`src/hw/rtl/enbf_pkg.sv`:
```
// ----------------------------------------------------------------------------
// enbf_pkg
// Shared types and constants of the edge normalized box filter.
// ----------------------------------------------------------------------------
package enbf_pkg;

  localparam int MAX_WINDOW_DEF = 64;
  localparam int SAMPLE_BITS    = 16;
  localparam int CFG_BITS       = 7;
  localparam logic [CFG_BITS-1:0] WINDOW_RESET = CFG_BITS'(9);

  typedef struct packed {
    logic [SAMPLE_BITS-1:0] sample;
    logic                   last_in_row;
  } in_t;

  typedef struct packed {
    logic [SAMPLE_BITS-1:0] mean_value;
    logic                   last_of_run;
    logic                   row_done;
  } out_t;

  typedef enum logic [3:0] {
    S_IDLE,
    S_CHECK,
    S_DROP_MAIN,
    S_PUSH,
    S_AFTER,
    S_DIV_MAIN,
    S_TAIL,
    S_DROP_TAIL,
    S_DIV_TAIL
  } state_t;

  typedef struct packed {
    logic capture;
    logic drop;
    logic push;
    logic tail_init;
    logic div_start;
    logic load_out;
    logic out_final;
    logic out_row_end;
    logic k_dec;
    logic clear_row;
  } cmd_t;

  typedef struct packed {
    logic last;
    logic cnt_ge_w;
    logic emit_main;
    logic tail_zero;
    logic k_zero;
    logic k_one;
    logic cnt_gt_want;
    logic div_busy;
  } stat_t;

endpackage

```
`src/hw/rtl/edge_normalized_box_filter_1d_top.sv`:
```
// ----------------------------------------------------------------------------
// edge_normalized_box_filter_1d_top
// Row-wise moving average whose window shrinks at both row edges.
// ----------------------------------------------------------------------------
// Samples of a row enter on the in channel (valid/stall), the final one with
// last_in_row set. Means leave on the out channel (valid/stall), each the
// rounded sum/count over the clipped window; last_of_run marks the final
// result of an input request and row_done the final result of the row.
// cfg_we/cfg_data write the window length and abandon any row in progress.
// One request at a time: no new request is taken until the last one and all
// of its means, each computed by the bit-serial divider, are loaded. The next
// request is taken while a finished mean still waits in the output register.
// A stalled receiver holds the output register and the controller waits
// before loading the next mean. Synchronous reset empties the row, drops
// any pending result and sets the window length to 9.
// ----------------------------------------------------------------------------
module edge_normalized_box_filter_1d_top #(
  parameter int MAX_WINDOW = enbf_pkg::MAX_WINDOW_DEF
) (
  input  logic                          clk,
  input  logic                          rst,
  input  logic                          in_valid,
  output logic                          in_stall,
  input  enbf_pkg::in_t                 in_data,
  output logic                          out_valid,
  input  logic                          out_stall,
  output enbf_pkg::out_t                out_data,
  input  logic                          cfg_we,
  input  logic [enbf_pkg::CFG_BITS-1:0] cfg_data
);

  import enbf_pkg::*;

  cmd_t  cmd;
  stat_t stat;

  enbf_ctrl u_ctrl (
    .clk       (clk),
    .rst       (rst),
    .in_valid  (in_valid),
    .in_stall  (in_stall),
    .out_valid (out_valid),
    .out_stall (out_stall),
    .stat      (stat),
    .cmd       (cmd)
  );

  enbf_dp #(
    .MAX_WINDOW (MAX_WINDOW)
  ) u_dp (
    .clk      (clk),
    .rst      (rst),
    .cfg_we   (cfg_we),
    .cfg_data (cfg_data),
    .in_data  (in_data),
    .cmd      (cmd),
    .stat     (stat),
    .out_data (out_data)
  );

endmodule

```
`src/hw/rtl/enbf_ram.sv`:
```
// ----------------------------------------------------------------------------
// enbf_ram
// Generic single write port, single read port RAM with registered read.
// ----------------------------------------------------------------------------
module enbf_ram #(
  parameter int WIDTH = 16,
  parameter int DEPTH = 64
) (
  input  logic                              clk,
  input  logic                              we,
  input  logic [$clog2(DEPTH)-1:0]          waddr,
  input  logic [WIDTH-1:0]                  wdata,
  input  logic [$clog2(DEPTH)-1:0]          raddr,
  output logic [WIDTH-1:0]                  rdata
);

  logic [WIDTH-1:0] mem [DEPTH];

  always_ff @(posedge clk) begin
    if (we) begin
      mem[waddr] <= wdata;
    end
    rdata <= mem[raddr];
  end

endmodule

```
`src/hw/rtl/enbf_div.sv`:
```
// ----------------------------------------------------------------------------
// enbf_div
// Bit-serial restoring divider, one quotient bit per cycle.
// ----------------------------------------------------------------------------
module enbf_div #(
  parameter int QUO_BITS = 16,
  parameter int DEN_BITS = 7
) (
  input  logic                         clk,
  input  logic                         rst,
  input  logic                         start,
  input  logic [QUO_BITS+DEN_BITS-1:0] numer,
  input  logic [DEN_BITS-1:0]          denom,
  output logic                         busy,
  output logic [QUO_BITS-1:0]          quot
);

  localparam int SW = $clog2(QUO_BITS + 1);

  logic [DEN_BITS-1:0] rem;
  logic [DEN_BITS-1:0] d;
  logic [QUO_BITS-1:0] q;
  logic [SW-1:0]       step;
  logic [DEN_BITS:0]   trial;
  logic [DEN_BITS:0]   diff;
  logic                fits;

  // numerator is below denom << QUO_BITS, so the upper part starts below denom
  assign trial = {rem, q[QUO_BITS-1]};
  assign diff  = trial - {1'b0, d};
  assign fits  = trial >= {1'b0, d};
  assign quot  = q;

  always_ff @(posedge clk) begin
    if (rst) begin
      busy <= 1'b0;
      step <= '0;
    end else if (start) begin
      busy <= 1'b1;
      step <= '0;
    end else if (busy) begin
      step <= step + SW'(1);
      if (step == SW'(QUO_BITS - 1)) begin
        busy <= 1'b0;
      end
    end
  end

  always_ff @(posedge clk) begin
    if (start) begin
      rem <= numer[QUO_BITS+DEN_BITS-1:QUO_BITS];
      q   <= numer[QUO_BITS-1:0];
      d   <= denom;
    end else if (busy) begin
      rem <= fits ? diff[DEN_BITS-1:0] : trial[DEN_BITS-1:0];
      q   <= {q[QUO_BITS-2:0], fits};
    end
  end

endmodule

```
`src/hw/rtl/enbf_dp.sv`:
```
// ----------------------------------------------------------------------------
// enbf_dp
// Datapath: window register, delay line, running sum, counts and divider.
// ----------------------------------------------------------------------------
module enbf_dp #(
  parameter int MAX_WINDOW = 64
) (
  input  logic                                  clk,
  input  logic                                  rst,
  input  logic                                  cfg_we,
  input  logic [enbf_pkg::CFG_BITS-1:0]         cfg_data,
  input  enbf_pkg::in_t                         in_data,
  input  enbf_pkg::cmd_t                        cmd,
  output enbf_pkg::stat_t                       stat,
  output enbf_pkg::out_t                        out_data
);

  import enbf_pkg::*;

  localparam int AW       = $clog2(MAX_WINDOW);
  localparam int CNT_BITS = $clog2(MAX_WINDOW + 1);
  localparam int SUM_BITS = SAMPLE_BITS + CNT_BITS;
  localparam int WCMP     = (CNT_BITS > CFG_BITS) ? CNT_BITS : CFG_BITS;

  logic [CFG_BITS-1:0]    win;
  logic [SUM_BITS-1:0]    sum;
  logic [AW-1:0]          wp;
  logic [CNT_BITS-1:0]    seen;
  logic [CNT_BITS-1:0]    count;
  logic [CNT_BITS-1:0]    k;
  logic [SAMPLE_BITS-1:0] x;
  logic                   last;

  logic [WCMP-1:0]        win_ext;
  logic [CNT_BITS-1:0]    w;
  logic [CNT_BITS-1:0]    half;
  logic [CNT_BITS-1:0]    tail;
  logic [CNT_BITS-1:0]    want;
  logic [CNT_BITS-1:0]    wp_ext;
  logic [CNT_BITS-1:0]    oldest;
  logic [SAMPLE_BITS-1:0] rdata;
  logic [SUM_BITS-1:0]    numer;
  logic [SAMPLE_BITS-1:0] quot;
  logic                   div_busy;

  // effective window: zero acts as one, large values clip to the depth
  assign win_ext = WCMP'(win);
  always_comb begin
    priority if (win == '0) begin
      w = CNT_BITS'(1);
    end else if (win_ext > WCMP'(MAX_WINDOW)) begin
      w = CNT_BITS'(MAX_WINDOW);
    end else begin
      w = CNT_BITS'(win_ext);
    end
  end

  assign half = w >> 1;
  assign tail = (seen < half) ? seen : half;
  assign want = w - half - CNT_BITS'(1) + k;

  // slot of the oldest sample held in the sum
  assign wp_ext = CNT_BITS'(wp);
  assign oldest = (wp_ext >= count) ? (wp_ext - count)
                                    : (wp_ext + CNT_BITS'(MAX_WINDOW) - count);

  enbf_ram #(
    .WIDTH (SAMPLE_BITS),
    .DEPTH (MAX_WINDOW)
  ) u_line (
    .clk   (clk),
    .we    (cmd.push),
    .waddr (wp),
    .wdata (x),
    .raddr (oldest[AW-1:0]),
    .rdata (rdata)
  );

  // rounded mean: (sum + count/2) / count
  assign numer = sum + SUM_BITS'(count >> 1);

  enbf_div #(
    .QUO_BITS (SAMPLE_BITS),
    .DEN_BITS (CNT_BITS)
  ) u_div (
    .clk   (clk),
    .rst   (rst),
    .start (cmd.div_start),
    .numer (numer),
    .denom (count),
    .busy  (div_busy),
    .quot  (quot)
  );

  always_ff @(posedge clk) begin
    if (rst) begin
      win   <= WINDOW_RESET;
      sum   <= '0;
      wp    <= '0;
      seen  <= '0;
      count <= '0;
      k     <= '0;
    end else if (cfg_we) begin
      win   <= cfg_data;
      sum   <= '0;
      wp    <= '0;
      seen  <= '0;
      count <= '0;
    end else begin
      if (cmd.clear_row) begin
        sum   <= '0;
        wp    <= '0;
        seen  <= '0;
        count <= '0;
      end else if (cmd.drop) begin
        sum   <= sum - SUM_BITS'(rdata);
        count <= count - CNT_BITS'(1);
      end else if (cmd.push) begin
        sum   <= sum + SUM_BITS'(x);
        count <= count + CNT_BITS'(1);
        wp    <= (wp == AW'(MAX_WINDOW - 1)) ? '0 : wp + AW'(1);
        if (seen < w) begin
          seen <= seen + CNT_BITS'(1);
        end
      end
      if (cmd.tail_init) begin
        k <= tail;
      end else if (cmd.k_dec) begin
        k <= k - CNT_BITS'(1);
      end
    end
  end

  always_ff @(posedge clk) begin
    if (cmd.capture) begin
      x    <= in_data.sample;
      last <= in_data.last_in_row;
    end
    if (cmd.load_out) begin
      out_data.mean_value  <= quot;
      out_data.last_of_run <= cmd.out_final;
      out_data.row_done    <= cmd.out_row_end;
    end
  end

  always_comb begin
    stat.last        = last;
    stat.cnt_ge_w    = count >= w;
    stat.emit_main   = seen > half;
    stat.tail_zero   = tail == '0;
    stat.k_zero      = k == '0;
    stat.k_one       = k == CNT_BITS'(1);
    stat.cnt_gt_want = count > want;
    stat.div_busy    = div_busy;
  end

endmodule

```
`src/hw/rtl/enbf_ctrl.sv`:
```
// ----------------------------------------------------------------------------
// enbf_ctrl
// Controller: sequences window update, mean division, tail flush and output.
// ----------------------------------------------------------------------------
module enbf_ctrl (
  input  logic            clk,
  input  logic            rst,
  input  logic            in_valid,
  output logic            in_stall,
  output logic            out_valid,
  input  logic            out_stall,
  input  enbf_pkg::stat_t stat,
  output enbf_pkg::cmd_t  cmd
);

  import enbf_pkg::*;

  state_t state;
  state_t state_next;
  logic   out_free;

  assign out_free = !out_valid || !out_stall;
  assign in_stall = state != S_IDLE;

  always_ff @(posedge clk) begin
    if (rst) begin
      state     <= S_IDLE;
      out_valid <= 1'b0;
    end else begin
      state <= state_next;
      if (cmd.load_out) begin
        out_valid <= 1'b1;
      end else if (!out_stall) begin
        out_valid <= 1'b0;
      end
    end
  end

  always_comb begin
    state_next = state;
    unique case (state)
      S_IDLE: begin
        if (in_valid) state_next = S_CHECK;
      end
      S_CHECK: begin
        state_next = stat.cnt_ge_w ? S_DROP_MAIN : S_PUSH;
      end
      S_DROP_MAIN: state_next = S_PUSH;
      S_PUSH:      state_next = S_AFTER;
      S_AFTER: begin
        priority if (stat.emit_main) state_next = S_DIV_MAIN;
        else if (stat.last)          state_next = S_TAIL;
        else                         state_next = S_IDLE;
      end
      S_DIV_MAIN: begin
        if (!stat.div_busy && out_free) begin
          state_next = stat.last ? S_TAIL : S_IDLE;
        end
      end
      S_TAIL: begin
        priority if (stat.k_zero) state_next = S_IDLE;
        else if (stat.cnt_gt_want) state_next = S_DROP_TAIL;
        else                       state_next = S_DIV_TAIL;
      end
      S_DROP_TAIL: state_next = S_TAIL;
      S_DIV_TAIL: begin
        if (!stat.div_busy && out_free) state_next = S_TAIL;
      end
      default: state_next = S_IDLE;
    endcase
  end

  always_comb begin
    cmd = '0;
    unique case (state)
      S_IDLE:      cmd.capture = in_valid;
      S_CHECK:     ;
      S_DROP_MAIN: cmd.drop = 1'b1;
      S_PUSH:      cmd.push = 1'b1;
      S_AFTER: begin
        cmd.div_start = stat.emit_main;
        cmd.tail_init = !stat.emit_main && stat.last;
      end
      S_DIV_MAIN: begin
        if (!stat.div_busy && out_free) begin
          cmd.load_out    = 1'b1;
          cmd.out_final   = !stat.last || stat.tail_zero;
          cmd.out_row_end = stat.last && stat.tail_zero;
          cmd.tail_init   = stat.last;
        end
      end
      S_TAIL: begin
        cmd.clear_row = stat.k_zero;
        cmd.div_start = !stat.k_zero && !stat.cnt_gt_want;
      end
      S_DROP_TAIL: cmd.drop = 1'b1;
      S_DIV_TAIL: begin
        if (!stat.div_busy && out_free) begin
          cmd.load_out    = 1'b1;
          cmd.out_final   = stat.k_one;
          cmd.out_row_end = stat.k_one;
          cmd.k_dec       = 1'b1;
        end
      end
      default: cmd = '0;
    endcase
  end

endmodule

```
`config.mk`:
```
export PLATFORM = sky130hd
export DESIGN_NAME = edge_normalized_box_filter_1d_top
export DESIGN_NICKNAME = d
export VERILOG_FILES = /design/src/hw/rtl/enbf_pkg.sv /design/src/hw/rtl/edge_normalized_box_filter_1d_top.sv /design/src/hw/rtl/enbf_ram.sv /design/src/hw/rtl/enbf_div.sv /design/src/hw/rtl/enbf_dp.sv /design/src/hw/rtl/enbf_ctrl.sv
export SDC_FILE = /design/constraint.sdc
export NUM_CORES = 1
export LEC_CHECK = 0
export BUFFER_PORTS_ARGS = -buffer_cell sky130_fd_sc_hd__buf_2
export CORE_UTILIZATION = 40
export DETAILED_ROUTE_END_ITERATION = 10
export MAX_ROUTING_LAYER = met4
export RECOVER_POWER = 100
export SLEW_MARGIN = 10
export SYNTH_ARGS = -nofsm -noshare
export SYNTH_HDL_FRONTEND = slang
export SYNTH_HIERARCHICAL = 1
export SYNTH_SLANG_ARGS = --single-unit
```
`constraint.sdc`:
```
create_clock -name clk -period 13.77 [get_ports clk]
set_input_delay 2.0655 -clock clk [delete_from_list [all_inputs] [get_ports clk]]
set_output_delay 2.0655 -clock clk [all_outputs]
set_load 0.02 [all_outputs]
```
==> summary.md, run 1 <==
| Metric | Value |
|---|---|
| Status | `finished with violations` |
| Failing checks | `capacitance limit, slew limit` |
| Initial Utilization | `40.5%` |
| Slew HR | `-168%` |
| EDFF count, synth | `1089` |
| Hold_sp | `u_dp/u_div/quot[6]` |
| Clock root buffer | `clkbuf_16` |
| Final WS setup | `5400 ps` |
| Setup tns final | `0 ps` |
| Fraction of layout cells with a size suffix above 1 | `16.6%` |
| Rows | `128` |
| Reg power frac | `49.3%` |
| Clock power share | `38.4%` |
| Cell internal pwr | `0.00617 W` |
| Post-DP HPWL | `72900 um` |
| Worst path bufs/invs | `4` |
| H-tree levels | `3` |
| CTS Buf Count | `113` |
| First-pass GRT wire length | `175000 um` |
| Clock latency on the worst-skew pair | `730 ps` |
| CP max FO | `59` |
| Cell count of the worst reg-to-reg path | `10` |
| R2r endpoint | `u_dp/u_line/rdata[15]` |
| FFs w/ async S/R, synth | `0%` |
| I/O pin cnt | `49` |
| Sequential cell area | `34400 sq um` |
| Pin count of the biggest net entering global routing | `149` |
| Nets | `3100` |
| Worst slack, placed | `8430 ps` |
| Post-CTS Setup Repair Bufs | `0` |
| Hold/Removal Path Class | `reg2reg` |
| Core Region | `122000 sq um` |
| Sw frac | `24.8%` |
| Total gr overflow | `0` |
| Max incr delay on CP | `2920 ps` |
| Total Power | `0.00820 W` |
| Register bit total from synthesis | `1173` |
| GRT Total Usage | `19.3%` |
| CP Launch Type | `flop` |
| Vias | `26.5k` |
| FMAX | `0.119 GHz` |
| Antenna violations before repair | `3` |
| Die Ht | `354 um` |
| Worst path required time | `14270 ps` |
| CP Class | `reg2reg` |
| Final setup viols | `0` |
| Syn Inst Count | `2864` |
| DIE WIDTH | `354 um` |
| Max Cap Violations | `34` |
| Leak Pwr | `17.4 nW` |
| Clk slew on worst S/H paths | `70 ps` |
| Ys flop type | `edfxtp_1` |
| WHS Endpoint | `u_dp/out_data[8]` |
| Multi-input gate area | `13800 sq um` |
| Antenna Nets Post-Route | `0` |
| Drc violations | `0` |
| Hold buffer count at cts | `0` |
| Final Hold Fails | `0` |
| Number of global-route vias before repair | `26.7k` |
| Routed WL | `118000 um` |
| Vias per cell | `5.63` |
| CP Cell Sequence | `inv_1 -> fa_1 -> clkinvlp_2 -> clkbuf_1 -> buf_4 -> mux4_2 -> nor2b_1 -> a211o_1 -> a31oi_1 -> a311oi_1` |
| Die area | `125000 sq um` |
| GPL Wtd Cong | `0.856` |
| Final Slew Violations | `1473` |
| Gate power share | `12.3%` |
| Post-CTS sizing | `0` |
| R2R Path Start | `u_dp/wp[1]` |
| Wire per inst | `25.1 um` |
| Net switching power | `0.00204 W` |
| Max Root-Sink Buffers | `3` |
| # clock sinks | `1173` |
| CP top delay family | `buffers and inverters` |
| DR pass1 iterations | `5` |
| Final Critical Period | `8370 ps` |
| Avg Inst Size Synth | `17.3 sq um` |
| Sequential share of the synthesized area | `69.5%` |
| Worst VDD drop | `0.123 mV` |
| Hold Crit Depth | `0` |
| RSZ-0062 raised after global routing | `false` |
| Slew of the pin with the lowest slew margin | `4020 ps` |
| Pwr/cell area | `149 nW/um^2` |
| CTS tree | `built` |
| Ys Warns | `6` |
| Crit end category | `flop` |
| Drt initial violations | `2569` |
| Synth Net Count | `2989` |
| PortBufs | `48` |
| CP max stage cell | `clkbuf_1` |
| FILL cells | `10.4k` |
| Setup Skew | `67.5 ps` |
| Synth-to-layout area growth | `11.2%` |
| R2r setup slk | `5400 ps` |
| Final period utilization | `60.8%` |
| CP Data Arrival Time | `8870 ps` |
| Netlist Area Pre-Place | `49500 sq um` |
| Number of distinct library cells after synthesis | `93` |
-- cell families after synthesis --
family                   Yosys count  synth area share, %
flip-flops                      1173                 69.5
XOR/XNOR                          86                 1.52
multiplexers                     371                 13.3
AND/OR/NAND/NOR                  561                 5.65
adder cells (fa/ha/maj)           96                 2.61
AO/OA/AOI/OAI                    347                 4.88
buffers and inverters            230                 2.53
-- worst max path at each step --
| stage | from | endpoint | slack, ps | cells after the start |
|---|---|---|---|---|
| floorplan | u_dp/win[6] | u_dp/u_div/quot[0] | 8550 | 23 |
| global placement | u_dp/win[6] | u_dp/u_div/quot[10] | 8490 | 20 |
| detailed placement | u_dp/win[6] | u_dp/u_div/quot[9] | 8430 | 20 |
| CTS | u_dp/win[6] | u_dp/u_div/quot[8] | 8390 | 20 |
| global route | u_dp/wp[1] | u_dp/u_line/rdata[15] | 5040 | 10 |
| finish | u_dp/wp[1] | u_dp/u_line/rdata[15] | 5400 | 10 |
-- power by group through the flow --
stage	clock [W]	combinational (W)	sequential, W
after floorplan	0	0.000648	0.00412
after CTS	0.00321	0.00101	0.00403
final	0.00315	0.00101	0.00404
after detailed placement	0	0.00101	0.00410
after global placement	0	0.000991	0.00410
after global routing	0.00334	0.00108	0.00404
-- sequential cells by signal, summed over array words and instances, names as in the netlist --
| name | cells |
|---|---|
| u_dp/last | 1 |
| u_dp/u_line/mem | 1024 |
| u_ctrl/state | 4 |
| u_dp/win | 7 |
| u_dp/out_data | 18 |
| u_dp/sum | 23 |
| u_dp/wp | 6 |
| u_dp/count | 7 |
| u_dp/u_div/busy | 1 |
| u_dp/u_div/rem | 7 |
| u_dp/seen | 7 |
| u_dp/u_div/d | 7 |
| u_dp/k | 7 |
| u_ctrl/out_valid | 1 |
| u_dp/x | 16 |
| u_dp/u_div/step | 5 |
| u_dp/u_div/quot | 16 |
| u_dp/u_line/rdata | 16 |
-- cell usage after synthesis, types with 5 or more instances --
cell type	n	area share, %
edfxtp_1	1089	66
mux4_2	220	10
nor2_1	167	1.3
nand2_1	137	1.0
mux2i_1	104	2.1
a21oi_1	87	0.88
dfxtp_1	84	3.4
ha_1	84	2.1
inv_1	83	0.63
nand3_1	53	0.54
nor2b_1	53	0.67
clkbuf_1	51	0.39
xnor2_1	51	0.90
o21ai_0	45	0.46
buf_2	42	0.42
mux2_2	42	0.96
a22oi_1	40	0.61
xor2_1	35	0.62
nand4_1	31	0.39
nor3_1	28	0.28
a21o_1	26	0.39
buf_6	21	0.48
a221oi_1	19	0.34
a31oi_1	15	0.19
buf_4	15	0.23
nand2b_1	15	0.19
a211oi_1	14	0.21
a211o_1	12	0.21
a311oi_1	12	0.21
fa_1	12	0.49
and3_1	11	0.14
a221o_1	7	0.14
a41oi_1	7	0.12
and2_1	7	0.089
o41ai_1	7	0.12
a2111oi_0	6	0.11
a22o_1	6	0.11
and4_1	6	0.11
o21bai_1	6	0.091
or2_2	6	0.076
buf_1	5	0.038
buf_12	5	0.20
nand3b_1	5	0.076
o31ai_1	5	0.076
-- metal layers --
| metal | wire length [um] | vias up | global-route usage (%) | part of all wire (%) |
|---|---|---|---|---|
| met3 | 6630 | 166 | 2.40 | 5.6 |
| met2 | 57800 | 884 | 31.3 | 49 |
| met5 | 0 | - | - | 0 |
| li1 | - | 11600 | - | - |
| met4 | 3490 | 0 | 5.69 | 3.0 |
| met1 | 49800 | 13800 | 25.4 | 42 |
-- through the flow --
step | cell area [sq um] | hold WS (ps) | instances | util [%]
6_report | 55000 | 446 | 4695 | 45.0
5_1_grt | 55000 | 457 | 4694 | 45.0
4_1_cts | 55400 | 449 | 4694 | 45.4
3_5_place_dp | 51600 | 435 | 4485 | 42.3
3_3_place_gp | 51600 | 437 | 4485 | 42.3
2_1_floorplan | 49500 | 422 | 2864 | -
-- area by class of cell --
cell class                 instances  area share (%)
tap                             1625            3.70
timing repair buffer             141            1.18
multi-input combinational       1461            25.1
clock inverter                    82            1.61
sequential                      1173            62.5
antenna                            1         0.00455
inverter                          85           0.596
clock buffer                     127            5.27
-- cell usage in the layout (no fill, tap or decap), types with 35 or more instances in the layout --
| cell type | Yosys | routed |
|---|---|---|
| nand3_1 | 53 | 53 |
| clkbuf_16 | 0 | 114 |
| a22oi_1 | 40 | 40 |
| nand2_1 | 137 | 137 |
| a21oi_1 | 87 | 87 |
| mux2_2 | 42 | 42 |
| mux2i_1 | 104 | 104 |
| nor2_1 | 167 | 167 |
| xor2_1 | 35 | 35 |
| ha_1 | 84 | 84 |
| dfxtp_1 | 84 | 84 |
| edfxtp_1 | 1089 | 1089 |
| mux4_2 | 220 | 220 |
| nor2b_1 | 53 | 53 |
| o21ai_0 | 45 | 45 |
| clkbuf_1 | 51 | 111 |
| inv_1 | 83 | 81 |
| xnor2_1 | 51 | 48 |
No activity file was read; power rests on OpenSTA's default activity.
==> inputs of run 2 (changes only) <==
- clock period: 13.77 -> 7.6 ns (I/O delays scaled with it)
==> run 2 against run 1 <==
  * The run still ends with capacitance limit, slew limit left
  * Sequential power increased by 80%
  * Total power increased by 84%
  * Combinational power grew 82%
  * Critical endpoint is now u_dp/u_div/quot[11]
  * Highest routed layer unchanged
==> summary.md, run 2 (same netlist as run 1, synthesis figures left out) <==
| Metric | Value |
|---|---|
| Status | `finished with violations` |
| Failing checks | `capacitance limit, slew limit` |
| Slew of the pin with the lowest slew margin | `3820 ps (-203 ps)` |
| GRT Total Usage | `19.4% (+0.14 points)` |
| Routed WL | `119000 um (+0.85%)` |
| Number of global-route vias before repair | `26.8k (+0.58%)` |
| Max Root-Sink Buffers | `3 (unchanged)` |
| Final Cell Area | `55300 sq um (+0.60%)` |
| FMAX | `0.163 GHz (+36%)` |
| DR pass1 iterations | `5 (unchanged)` |
| Post-CTS Setup Repair Bufs | `0 (unchanged)` |
| Largest register FFs | `1024 (unchanged)` |
| Commonest non-fill, non-tap cell in the layout | `edfxtp_1` |
| Hold/Removal Path Class | `reg2reg` |
| Drc violations | `0 (unchanged)` |
| Post-CTS sizing | `0 (unchanged)` |
| Final Hold Fails | `0 (unchanged)` |
| Total Power | `0.0151 W (+84%)` |
| Rows | `128 (unchanged)` |
| R2r setup slk | `1470 ps (-3930 ps)` |
| Final Slew Violations | `718 (-51%)` |
| R2R Path Start | `u_dp/win[6]` |
| R2r endpoint | `u_dp/u_div/quot[11]` |
| Total gr overflow | `0 (unchanged)` |
| Cell count of the worst reg-to-reg path | `20 (+10)` |
| WHS Endpoint | `u_dp/out_data[10]` |
| Final WS setup | `1470 ps (-3930 ps)` |
| Largest registers | `u_dp/u_line/mem (1024), u_dp/sum (23), u_dp/out_data (18)` |
| Synth-to-layout area growth | `11.9%` |
| Pin count of the biggest net entering global routing | `101 (-32%)` |
| Worst slack, placed | `2240 ps (-6180 ps)` |
| Max Cap Violations | `24 (-29%)` |
| DIE WIDTH | `354 um (unchanged)` |
| Fraction of layout cells with a size suffix above 1 | `17.3% (+0.75 points)` |
| Clk slew on worst S/H paths | `60 ps (about the same)` |
| Nets | `3101 (+0.032%)` |
| # clock sinks | `1173 (unchanged)` |
| Leak Pwr | `17.5 nW (+0.95%)` |
| H-tree levels | `3 (unchanged)` |
| Most frequent cells in the layout | `1089 x edfxtp_1, 220 x mux4_2, 166 x nor2_1, 137 x nand2_1, 118 x clkbuf_16` |
| Hold Crit Depth | `0 (unchanged)` |
| Pwr/cell area | `272 nW/um^2 (+83%)` |
| CP max FO | `51 (-14%)` |
| Wire per inst | `25.2 um (+0.57%)` |
| Slew HR | `-155% (+14 points)` |
| Setup Skew | `76.1 ps (+8.61 ps)` |
| Antenna Nets Post-Route | `0 (unchanged)` |
| First-pass GRT wire length | `177000 um (+0.69%)` |
| Vias | `26.5k (+0.11%)` |
| Multi-input gate area | `13800 sq um (about the same)` |
| Fin Hold WS | `449 ps (+3.06 ps)` |
| Top reg by flops | `u_dp/u_line/mem` |
| Clock latency on the worst-skew pair | `740 ps (about the same)` |
| Die Ht | `354 um (unchanged)` |
| Worst path required time | `7870 ps (-6400 ps)` |
| Antenna violations before repair | `3 (unchanged)` |
| RSZ-0062 raised after global routing | `false` |
| Final Critical Period | `6130 ps (-2240 ps)` |
| Hold buffer count at cts | `0 (unchanged)` |
| Sequential cell area | `34400 sq um (unchanged)` |
| Final period utilization | `80.7% (+20 points)` |
| Die area | `125000 sq um (unchanged)` |
| Drt initial violations | `2643 (+2.9%)` |
| Vias per cell | `5.63 (-0.17%)` |
| CTS tree | `built` |
| CP Launch Type | `flop` |
| Initial Utilization | `40.5% (unchanged)` |
| Cell area after placement | `51700 sq um (about the same)` |
| FILL cells | `10.5k (+0.57%)` |
| CP Data Arrival Time | `6400 ps (-2470 ps)` |
| Crit end category | `flop` |
| CP Class | `reg2reg` |
| Worst VDD drop | `0.200 mV (+63%)` |
| GPL Wtd Cong | `0.849 (-0.83%)` |
| Final setup viols | `0 (unchanged)` |
| I/O pin cnt | `49 (unchanged)` |
| Hold_sp | `u_dp/u_div/quot[8]` |
| Post-DP HPWL | `71600 um (-1.7%)` |
| Setup tns final | `0 ps (unchanged)` |
| Clock root buffer | `clkbuf_16` |
| PortBufs | `48 (unchanged)` |
| Core Region | `122000 sq um (unchanged)` |
| CTS Buf Count | `117 (+3.5%)` |
run 2: final cells by class:
type | instances | share of cell area (%)
multi-input combinational | 1461 | 25.0
clock inverter | 87 | 1.76
timing repair buffer | 138 | 1.30
antenna | 3 | 0.0136
inverter | 85 | 0.599
tap | 1625 | 3.67
clock buffer | 136 | 5.53
sequential | 1173 | 62.1
run 2: critical path: stages (launching register included):
cell and delay (ps):
dfxtp_1 480, inv_1 220, nand2_1 250, inv_1 110, fa_1 570, inv_1 60, ha_1 280, a21o_1 170
a21oi_1 220, o21bai_1 90, a21oi_1 210, xnor2_1 150, ha_1 260, nand4_1 110, o21ai_0 100, o22a_1 210
nor2_1 160, mux2i_1 110, nor3_2 140, buf_4 490, or2_0 1260
run 2: report_power, final:
| group | switching, W | internal, W |
|---|---|---|
| sequential | 0.0000621 | 0.00723 |
| combinational | 0.00119 | 0.000648 |
| clock | 0.00251 | 0.00345 |
| total | 0.00376 | 0.0113 |
run 2: per-stage QoR:
stage / util (%) / instances
finish: 45.3 / 4708
CTS: 45.6 / 4705
detailed placement: 42.3 / 4482
floorplan: - / 2864
global route: 45.3 / 4706
global placement: 42.3 / 4482
run 2: metal layers:
metal  part of all wire (%)  vias to the layer above  global-route usage, %
li1                       -                    11600                      -
met1                     42                    13800                   25.8
met2                     49                      855                   31.5
met3                    5.8                      180                   2.61
met4                    2.5                        0                   5.12
met5                      0                        -                      -
run 2: worst max path at each step:
| stage | startpoint | end | slack, ps |
|---|---|---|---|
| 4_1_cts | u_dp/win[6] | u_dp/u_div/quot[13] | 2170 |
| 3_3_place_gp | u_dp/win[6] | u_dp/u_div/quot[10] | 2380 |
| 5_1_grt | u_dp/x[1] | u_dp/sum[22] | 910 |
| 3_5_place_dp | u_dp/win[6] | u_dp/u_div/quot[13] | 2240 |
| 2_1_floorplan | u_dp/win[6] | u_dp/u_div/quot[0] | 2380 |
| 6_report | u_dp/win[6] | u_dp/u_div/quot[11] | 1470 |
==> inputs of run 3 (changes only) <==
- clock period: 7.6 -> 5.9 ns (I/O delays scaled with it)
==> run 3 against run 2 <==
  * Clock skew decreased by 7.1 ps
  * Sequential cell count stayed put
  * Via count about the same
  * Combinational power is 30% higher
  * Worst setup slack got worse by 940 ps
  * Total power increased by 30%
  * Largest cell class unchanged
  * Cell count rose by 0.36%
  * The flow still finishes with violations (capacitance limit, slew limit)
  * Sequential power up 29%
  * Critical endpoint is now u_dp/u_line/rdata[9]
  * Core utilization rose by 0.21 points
  * Die area stayed put
==> summary.md, run 3 (same netlist as run 1, synthesis figures left out) <==
| Metric | Value |
|---|---|
| Antenna violations before repair | `3 (unchanged)` |
| Max Root-Sink Buffers | `3 (unchanged)` |
| CP max stage cell | `xnor2_1` |
| Slew HR | `-132% (+23 points)` |
| # clock sinks | `1173 (unchanged)` |
| Total gr overflow | `0 (unchanged)` |
| GPL Wtd Cong | `0.866 (+1.9%)` |
| Final Critical Period | `5370 ps (-762 ps)` |
| Die area | `125000 sq um (unchanged)` |
| Final setup viols | `0 (unchanged)` |
| Drc violations | `0 (unchanged)` |
| Sequential cell area | `34400 sq um (unchanged)` |
| Core Region | `122000 sq um (unchanged)` |
| Max incr delay on CP | `1110 ps (-150 ps)` |
| Post-CTS Setup Repair Bufs | `0 (unchanged)` |
| Number of global-route vias before repair | `26.7k (-0.43%)` |
| CP Cell Sequence | `inv_1 -> fa_1 -> inv_1 -> a21o_1 -> a21oi_1 -> xnor2_1 -> clkbuf_1 -> nor2b_1 -> a22oi_1 -> a31oi_1 -> a311oi_1` |
| Commonest non-fill, non-tap cell in the layout | `edfxtp_1` |
| Top Metal Used | `met4` |
| Top reg by flops | `u_dp/u_line/mem` |
| Post-CTS sizing | `0 (unchanged)` |
| Finished Core Util | `45.5% (+0.21 points)` |
| Worst VDD drop | `0.288 mV (+45%)` |
| First-pass GRT wire length | `179000 um (+1.4%)` |
| Initial Utilization | `40.5% (unchanged)` |
| Total Power | `0.0197 W (+30%)` |
| Wire per inst | `25.5 um (+1.2%)` |
| Slew of the pin with the lowest slew margin | `3470 ps (-347 ps)` |
| Leak Pwr | `17.7 nW (+0.80%)` |
| Vias per cell | `5.61 (-0.31%)` |
| Drt initial violations | `2663 (+0.76%)` |
| Pwr/cell area | `354 nW/um^2 (+30%)` |
| Hold/Removal Path Class | `in2reg` |
| Fraction of layout cells with a size suffix above 1 | `17.9% (+0.61 points)` |
| Largest registers | `u_dp/u_line/mem (1024), u_dp/sum (23), u_dp/out_data (18)` |
| Setup tns final | `0 ps (unchanged)` |
| Crit end category | `flop` |
| RSZ-0062 raised after global routing | `false` |
| I/O pin cnt | `49 (unchanged)` |
| Clock latency on the worst-skew pair | `750 ps (about the same)` |
| PortBufs | `48 (unchanged)` |
| DR pass1 iterations | `5 (unchanged)` |
| Largest register FFs | `1024 (unchanged)` |
| Worst path required time | `6500 ps (-1370 ps)` |
| Clock root buffer | `clkbuf_16` |
| Hold buffer count at cts | `0 (unchanged)` |
| CP max FO | `18 (-65%)` |
| DIE WIDTH | `354 um (unchanged)` |
| Most frequent CP cell | `inv_1` |
| FILL cells | `10.5k (+0.029%)` |
| Post-DP HPWL | `74200 um (+3.6%)` |
| CP Class | `reg2reg` |
| CTS Buf Count | `118 (+0.85%)` |
| Final Slew Violations | `405 (-44%)` |
| Failing checks | `capacitance limit, slew limit` |
| Vias | `26.5k (+0.049%)` |
| Pin count of the biggest net entering global routing | `92 (-8.9%)` |
| Multi-input gate area | `13800 sq um (about the same)` |
| Max Cap Violations | `16 (-33%)` |
| Wire length on met2 | `59500 um (+1.5%)` |
| Synth-to-layout area growth | `12.4%` |
| Status | `finished with violations` |
| H-tree levels | `3 (unchanged)` |
| FMAX | `0.186 GHz (+14%)` |
| Routed WL | `121000 um (+1.5%)` |
| Antenna Nets Post-Route | `0 (unchanged)` |
| Setup Skew | `69.0 ps (-7.10 ps)` |
| CP Data Arrival Time | `5970 ps (-430 ps)` |
| Rows | `128 (unchanged)` |
| Die Ht | `354 um (unchanged)` |
| GRT Total Usage | `19.8% (+0.39 points)` |
| Routed length on met1 | `51500 um (+2.3%)` |
| Clk slew on worst S/H paths | `70 ps (about the same)` |
| CTS tree | `built` |
| Final Hold Fails | `0 (unchanged)` |
| Met3 wire len | `6950 um (+1.6%)` |
| CP Launch Type | `flop` |
| Most frequent cells in the layout | `1089 x edfxtp_1, 220 x mux4_2, 165 x nor2_1, 137 x nand2_1, 120 x clkbuf_16` |
| Nets | `3118 (+0.55%)` |
| Final period utilization | `91.0% (+10 points)` |
-- run 3: cell type report --
class,instances,share of cell area [%]
Multi-Input combinational cell,1461,24.9
Inverter,85,0.596
Tap cell,1625,3.66
Clock inverter,74,1.74
Clock buffer,151,5.72
Sequential cell,1173,61.8
Antenna cell,2,0.00900
Timing Repair Buffer,154,1.57
-- run 3: per-layer routing --
metal | GRT usage [%] | vias up
met1 | 26.3 | 13800
met3 | 3.06 | 167
met5 | - | -
met2 | 32.2 | 844
met4 | 4.41 | 0
li1 | - | 11600
-- run 3: path summary, 6_finish.rpt --
path                      startpoint              endpoint  slack [ps]  cells past startpoint
setup / recovery          u_dp/wp[1]  u_dp/u_line/rdata[9]         530                     11
hold / removal            in_data[0]             u_dp/last         340                      1
setup reg to reg          u_dp/wp[1]  u_dp/u_line/rdata[9]         530                     11
hold reg to reg   u_dp/u_div/quot[2]      u_dp/out_data[4]         450                      0
-- run 3: power breakdown --
group / total, W / internal [W] / leakage (nW) / switching, W
Sequential: 0.00940 / 0.00930 / 10.5 / 0.0000958
Combinational: 0.00240 / 0.000852 / 5.18 / 0.00155
Clock: 0.00787 / 0.00463 / 2.01 / 0.00325
-- run 3: through the flow --
step	hold slack, ps	setup WS, ps	cell area [sq um]	std cells
after global placement	442	865	51800	4498
after CTS	280	727	56000	4723
final	338	529	55600	4725
after global routing	290	139	55600	4724
after detailed placement	437	799	51800	4498
after floorplan	422	678	49500	2864
-- run 3: critical path, delay by kind of cell (launching register included) --
| family | cells | cell delay (ps) |
|---|---|---|
| AOI/OAI and AO/OA | 5 | 1060 |
| and+or+nand+nor | 1 | 600 |
| buffers and inverters | 3 | 1080 |
| xor gates and xnor gates | 1 | 1110 |
| adders and majority gates | 1 | 540 |
| DFF | 1 | 830 |
